--- config.mk ---
export PLATFORM = sky130hd
export DESIGN_NAME = rhh_hash
export DESIGN_NICKNAME = d
export VERILOG_FILES = /design/src/sv/robin_hood_hash_map_assert.svh /design/src/sv/rhh_pkg.sv /design/src/sv/rhh_hash.sv
export SDC_FILE = /design/constraint.sdc
export NUM_CORES = 2
export LEC_CHECK = 0
export ABC_AREA = 0
export BUFFER_PORTS_ARGS = -buffer_cell sky130_fd_sc_hd__buf_4
export CAP_MARGIN = 20
export CORE_MARGIN = 8
export CORE_UTILIZATION = 40
export DETAILED_ROUTE_END_ITERATION = 8
export PLACE_DENSITY = 0.66
export RECOVER_POWER = 25
export SLEW_MARGIN = 10
export SYNTH_ARGS = -nofsm -noshare
export SYNTH_HDL_FRONTEND = slang
export SYNTH_SLANG_ARGS = --single-unit
export TNS_END_PERCENT = 50
--- constraint.sdc ---
create_clock -name i_clk -period 8.9 [get_ports i_clk]
set_clock_uncertainty 0.2 [all_clocks]
set_input_delay 0.89 -clock i_clk [delete_from_list [all_inputs] [get_ports i_clk]]
set_output_delay 0.89 -clock i_clk [all_outputs]
set_load 0.05 [all_outputs]
--- src/sv/robin_hood_hash_map_assert.svh ---
`ifndef ROBIN_HOOD_HASH_MAP_ASSERT_SVH
`define ROBIN_HOOD_HASH_MAP_ASSERT_SVH

// same-cycle implication, checked at every rising edge outside reset
`define RHH_ASSERT_NOW(lbl, ante, cons, msg) \
    lbl: assert property (@(posedge i_clk) disable iff (!i_rst_n) (ante) |-> (cons)) \
        else $error(msg);

// next-cycle implication
`define RHH_ASSERT_NEXT(lbl, ante, cons, msg) \
    lbl: assert property (@(posedge i_clk) disable iff (!i_rst_n) (ante) |=> (cons)) \
        else $error(msg);

`endif

--- src/sv/rhh_pkg.sv ---
package rhh_pkg;

    localparam int SLOTS      = 1024;
    localparam int SLOT_BITS  = $clog2(SLOTS);
    localparam int CNT_W      = SLOT_BITS + 1;
    localparam int VALUE_BITS = 64;
    localparam int WORD_BITS  = 64;
    localparam int KEY_BITS   = 4 * WORD_BITS;
    localparam int OCC_W      = 11;
    localparam int HALF_BITS  = WORD_BITS / 2;
    localparam int MIX_SHIFT  = 33;

    localparam logic [WORD_BITS-1:0] MIX_MUL1 = 64'hff51afd7ed558ccd;
    localparam logic [WORD_BITS-1:0] MIX_MUL2 = 64'hc4ceb9fe1a85ec53;

    localparam logic [1:0] REQ_INSERT = 2'd0;
    localparam logic [1:0] REQ_LOOKUP = 2'd1;
    localparam logic [1:0] REQ_DELETE = 2'd2;

    localparam logic [1:0] STS_OK   = 2'd0;
    localparam logic [1:0] STS_MISS = 2'd1;
    localparam logic [1:0] STS_FULL = 2'd2;

    typedef struct packed {
        logic                  used;
        logic [SLOT_BITS-1:0]  probe_len;
        logic [VALUE_BITS-1:0] payload;
        logic [KEY_BITS-1:0]   key;
    } t_entry;

endpackage

--- src/sv/rhh_hash.sv ---
module rhh_hash
    import rhh_pkg::*;
(
    input  logic                 i_clk,
    input  logic                 i_rst_n,
    input  logic                 i_start,
    input  logic [WORD_BITS-1:0] i_fold,
    output logic                 o_done,
    output logic [SLOT_BITS-1:0] o_slot
);

    logic                   r_busy, n_busy;
    logic                   r_phase, n_phase;
    logic [1:0]             r_step, n_step;
    logic                   r_done, n_done;
    logic [WORD_BITS-1:0]   r_x, n_x;
    logic [WORD_BITS-1:0]   r_acc, n_acc;
    logic [WORD_BITS-1:0]   r_prod, n_prod;
    logic [WORD_BITS-1:0]   w_mul_b;
    logic [HALF_BITS-1:0]   w_opa, w_opb;
    logic [WORD_BITS-1:0]   w_sum;

    assign w_mul_b = r_phase ? MIX_MUL2 : MIX_MUL1;
    assign w_sum   = r_acc + {r_prod[HALF_BITS-1:0], {HALF_BITS{1'b0}}};

    always_comb begin
        unique case (r_step)
            2'd0: begin w_opa = r_x[HALF_BITS-1:0];         w_opb = w_mul_b[HALF_BITS-1:0]; end
            2'd1: begin w_opa = r_x[HALF_BITS-1:0];         w_opb = w_mul_b[WORD_BITS-1:HALF_BITS]; end
            2'd2: begin w_opa = r_x[WORD_BITS-1:HALF_BITS]; w_opb = w_mul_b[HALF_BITS-1:0]; end
            default: begin w_opa = r_x[HALF_BITS-1:0];      w_opb = w_mul_b[HALF_BITS-1:0]; end
        endcase
    end

    always_comb begin
        n_busy  = r_busy;
        n_phase = r_phase;
        n_step  = r_step;
        n_done  = 1'b0;
        n_x     = r_x;
        n_acc   = r_acc;
        n_prod  = WORD_BITS'(w_opa) * WORD_BITS'(w_opb);
        if (!r_busy) begin
            if (i_start) begin
                n_x     = i_fold ^ (i_fold >> MIX_SHIFT);
                n_busy  = 1'b1;
                n_phase = 1'b0;
                n_step  = 2'd0;
            end
        end else begin
            unique case (r_step)
                2'd0: n_step = 2'd1;
                2'd1: begin
                    n_acc  = r_prod;
                    n_step = 2'd2;
                end
                2'd2: begin
                    n_acc  = w_sum;
                    n_step = 2'd3;
                end
                default: begin
                    n_x    = w_sum ^ (w_sum >> MIX_SHIFT);
                    n_step = 2'd0;
                    if (r_phase) begin
                        n_busy = 1'b0;
                        n_done = 1'b1;
                    end else begin
                        n_phase = 1'b1;
                    end
                end
            endcase
        end
    end

    always_ff @(posedge i_clk) begin
        if (!i_rst_n) begin
            r_busy  <= 1'b0;
            r_phase <= 1'b0;
            r_step  <= 2'd0;
            r_done  <= 1'b0;
        end else begin
            r_busy  <= n_busy;
            r_phase <= n_phase;
            r_step  <= n_step;
            r_done  <= n_done;
        end
        r_x    <= n_x;
        r_acc  <= n_acc;
        r_prod <= n_prod;
    end

    assign o_done = r_done;
    assign o_slot = r_x[SLOT_BITS-1:0];

endmodule

; ---- After elaboration in Yosys (flattened, before gate mapping)
; Index checks and enable logic that the tools add are counted.
[totals]
regBits = 197
out_inout_bits = 11
[classes]
multipliers = 1
add_sub_neg = 1
reduce_logical = 7
eq_ne = 3
muxes = 18
bitwise_logic = 4
[op_table]
columns = cell, n
row1 = 2-to-1 mux 64 bit, 3
row2 = case mux 64 bit (2 select lines), 1
row3 = XOR 64 x 31 -> 64 bit, 2
row4 = adder 64 bit, 1
row5 = multiplier 32 x 32 -> 64 bit, 1
row6 = 2-to-1 mux 32 bit, 2
row7 = 2-to-1 mux 62 bit, 1
row8 = 2-to-1 mux 1 bit, 8
row9 = case mux 2 bit (3 select lines), 1
row10 = OR reduction 5 bit, 1
row11 = 2-to-1 mux 2 bit, 2
row12 = AND reduction 2 bit, 2
row13 = nonzero test 2 bit, 2
row14 = OR reduction 3 bit, 1
row15 = "equality test 2 x 1 -> 1 bit, second input constant", 1
row16 = "equality test 2 bit, second input constant", 1
row17 = zero test 2 bit, 1
row18 = "!= test 2 bit, second input constant", 1
row19 = NOT 1 bit, 2

; ---- Depth between registers and ports, before layout
[depth]
ltp_word = 4
depth_mapped = 37
depth_no_buf = 33

; ---- Worst setup path before layout
; OpenSTA, ideal clock, no wires.
[synth_timing]
path_kind = reg2reg
startpoint = register r_step[0]
endpoint = register r_prod[63]
path_stages_with_launch = 32
arrival_time_ns = 8.775
synth_period_minus_slack_ns = 9.096
setup_slack_ns = -0.196
required_time_ns = 8.579
path_cell_list = dfxtp_1 inv_1 ha_1 clkbuf_1 buf_1 mux2i_1 clkinv_1 and2_1 fa_1 inv_1 fa_1 fa_1 fa_1 inv_1 fa_1 fa_1 fa_1 inv_1 fa_1 inv_1 ha_1 clkbuf_1 nand4_1 or4_4 or4b_1 o31ai_1 a31oi_1 a21oi_2 a21oi_1 o21ai_1 a21oi_1 xnor2_1
[synth_via]
elab_chain_len = 3
word_cells_on_any_way = 5
classes_between = 1 x mul / 2 x eq/ne / 2 x mux
[synth_rtl]
columns = item, line
row1 = from (decl), rhh_hash.sv:14  ; logic [1:0] r_step, n_step;
row2 = from (signal assigned), rhh_hash.sv:84  ; r_step <= n_step;
row3 = equality test 2 bit / equality test 2 x 1 -> 1 bit (equally long branches), rhh_hash.sv:27  ; unique case (r_step)
row4 = 2-to-1 mux 32 bit, rhh_hash.sv:27
row5 = multiplier 32 x 32 -> 64 bit (*), rhh_hash.sv:42  ; n_prod = WORD_BITS'(w_opa) * WORD_BITS'(w_opb);
row6 = via n_prod[63], rhh_hash.sv:18  ; logic [WORD_BITS-1:0] r_prod, n_prod;
row7 = to (signal assigned), rhh_hash.sv:89  ; r_prod <= n_prod;
row8 = to (decl), rhh_hash.sv:18
; Mark *: on every way through the listed nets, which the timed path passes. The rest lies on a longest branch.
; A chain may end at the register's enable or synchronous reset.

; ---- Worst setup path after layout
[layout_timing]
startpoint = register r_step[1]
endpoint = register r_prod[56]
; Same word-level chain as after synthesis.

==> flow_summary.toml <==
[worst_setup_path]
reg2reg_slack_ps = 170
critical_path_class = "reg -> reg"
cp_common_cell = "fa_1"
cp_top_family = "adder cells"
crit_path_max_incr_delay_ps = 650
crit_required_ps = 9030
reg2regPathDepth = 30
r2r-start = "r_step[1]$_SDFFE_PN0P_"
start_kind = "flop"
worst-path-buf-inv = 9
end_kind = "flop"
cp_slowest_cell = "fa_1"
cp_max_fo = 11
r2r_end = "r_prod[56]$_DFF_P_"
crit_arrival_ps = 8850

[synth]
yosysWarnings = 0
ys.flop_type = "edfxtp_1"
synthTopCellsByArea = "fa_1 39%, ha_1 13%, edfxtp_1 9.8%"
synth_most_common_cell = "inv_1"
synth_top_area_share_pct = 39.2
synth_area_leader_cell = "fa_1"
syn_nets = 5262
netlist_instances = 4026
synthDistinctLibCells = 73
ys_seq_area_share_pct = 13.3
async_flop_share_pct = 0
synth-edff-count = 128
syn_area_mm2 = 0.0392
synthTopCellsByCount = "983 x inv_1, 769 x fa_1, 400 x ha_1"
avgSynthCellArea_um2 = 9.75
ys_seq_elements = 197

[layout]
final_cells = 5795
area_growth_syn_to_layout_pct = 17.6
drive_gt1_share_pct = 18.1
multi_input_area_mm2 = 0.0304
fillerInstances = 9301
layout.nets = 5731
n_antenna_cell = 0
ff_latch_area_mm2 = 0.00523
design_area_mm2 = 0.0461

[sta]
layout_worst_path_cycle_share_pct = 98.0
hold_viol_final = 0
final-setup-viol-count = 0
period_needed_ps = 8730
grt_setup_unrepaired = "true"
worst_slew_pin_slew_ps = 3460
relSlewSlack_pct = -131
maxSlewViolCount = 113
fmax_mhz = 115

[floorplan]
fp.dieW_um = 329
start_util_pct = 40.1
die_h_um = 329
rows = 115
core_area_mm2 = 0.0978
dieArea_mm2 = 0.108
ioPinCount = 78

[clock_network]
cts_max_level = 4
cts_sinks = 197
hold_buffers = 0
clock-root-buffer = "clkbuf_16"
cts_tree = "yes"
clk_latency_ps = 450
cts_made_buffers = 17
cts_buffer_depth = 2
cts.reportedPaths.clkPinSlew_ps = 70

[detailed_routing]
num_vias = 29900
drc_errors = 0
highest_layer = "met4"
ant_nets = 0
wl_per_cell_um = 23.4
met1_length_um = 55500
dr.pass1.iters = 5
wl_met3_um = 9930
met2_length_um = 62100
vias_per_cell = 5.16
drt-total-wl_um = 136000
drtIter0Drc = 2622

[placed_design]
placed_area_mm2 = 0.0447
place.gp.congestion = 1.05
io_buffer_count = 77
dp_hpwl_um = 120000
dp_cells = 5737

[global_routing]
grt-ovfl-total = 0
antenna_found_initial = 2
grt_pass1_wl_um = 200000
track_usage_pct = 25.0
grt_start_max_net_pins = 80
first_global_vias = 31500

[worst_hold_path]
hp-class = "reg -> reg"
hold_start = "r_prod[56]$_DFF_P_"
min_path_cells = 1
whs_endpoint = "r_acc[56]$_DFFE_PP_"

[job]
maxCapViolations = 2

[run_status]
violations = "max-capacitance violations, max-slew violations"
status = "finished with violations"
## cell type report
cell class / instances / share of cell area (%)
clock buffers: 20 / 1.04
clock inverters: 12 / 0.222
inverters: 993 / 8.14
multi-input cells: 2715 / 65.9
flip-flops and latches: 197 / 11.3
well taps: 1287 / 3.49
repair buffers: 571 / 9.85
## per-stage QoR
step / worst slack (ps) / setup TNS (ps) / utilization (%) / hold WS, ps
final: 175 / 0 / 47.1 / 342
after global placement: -373 / -2780 / 45.7 / 324
after detailed placement: -394 / -3570 / 45.7 / 324
after global routing: -38.6 / -143 / 47.1 / 348
after CTS: 8.18 / 0 / 46.3 / 342
after floorplan: 76.9 / 0 / - / 309
## kinds of logic (layout without fill, tap and decap cells)
family | after synthesis | after routing | synth area share, %
multiplexers | 91 | 91 | 2.54
other | 1 | 1 | 0.00956
adder cells (fa/ha/maj) | 1175 | 1175 | 52.1
AO/OA/AOI/OAI | 437 | 437 | 6.97
buffers and inverters | 1114 | 1596 | 10.8
XOR/XNOR | 229 | 229 | 5.11
AND/OR/NAND/NOR | 782 | 782 | 9.14
flip-flops | 197 | 197 | 13.3
## metal layers
metal | global-route usage (%) | up-vias
met5 | 0 | -
li1 | - | 13300
met4 | 11.6 | 0
met2 | 40.0 | 1255
met1 | 33.2 | 15000
met3 | 3.81 | 286
## cell usage in the layout (no fill, tap or decap), types with 7 or more instances in the layout
cell type,n
a211oi_1,8
a21o_1,79
a21oi_1,155
a21oi_2,13
and2_1,40
and3_1,16
buf_12,18
buf_4,530
buf_6,7
clkbuf_1,12
clkbuf_16,21
clkinvlp_4,7
dfxtp_1,67
edfxtp_1,128
fa_1,754
fa_2,15
ha_1,383
ha_4,14
inv_1,976
mux2_2,61
mux2_4,9
mux2i_1,12
nand2_1,233
nand2b_1,40
nand3_1,20
nand4_1,17
nor2_1,266
nor2_2,11
nor2b_1,48
nor3_1,24
o211ai_1,10
o21ai_0,67
o21ai_1,11
o21bai_1,28
or2_2,24
xnor2_1,130
xor2_1,98
## flip-flops by register name, indices dropped and copies added, names as in the netlist
signal	cells
r_x	64
r_prod	64
o_done	1
r_step	2
r_phase	1
r_acc	64
r_busy	1
## worst register-to-register path, delay by kind of cell, from the launching register on
kind | cells | cell delay, ps
and+or+nand+nor | 4 | 940
AOI/OAI and AO/OA | 5 | 920
xor gates and xnor gates | 1 | 140
buffers and inverters | 9 | 1140
adders and majority gates | 11 | 4920
DFF | 1 | 370
## worst max path at each step
| stage | from | to | slack, ps | depth (start not counted) |
|---|---|---|---|---|
| floorplan | r_step[1]$_SDFFE_PN0P_ | r_prod[63]$_DFF_P_ | 80 | 35 |
| global placement | r_step[0]$_SDFFE_PN0P_ | r_prod[58]$_DFF_P_ | -370 | 34 |
| detailed placement | r_step[0]$_SDFFE_PN0P_ | r_prod[61]$_DFF_P_ | -390 | 33 |
| CTS | r_step[0]$_SDFFE_PN0P_ | r_prod[56]$_DFF_P_ | 8 | 33 |
| global route | r_step[1]$_SDFFE_PN0P_ | r_prod[56]$_DFF_P_ | -40 | 30 |
| finish | r_step[1]$_SDFFE_PN0P_ | r_prod[56]$_DFF_P_ | 170 | 30 |
## repair_timing
item                       in CTS  in global routing
buffers inserted                1                 21
gates cloned                    0                  4
resized for setup              17                133
setup endpoints to repair      22                 25
pin swaps                       1                 27
Power is left out: the tool's default activity adds up to more than one toggle a clock period on the data nets, which glitch-free logic cannot reach.
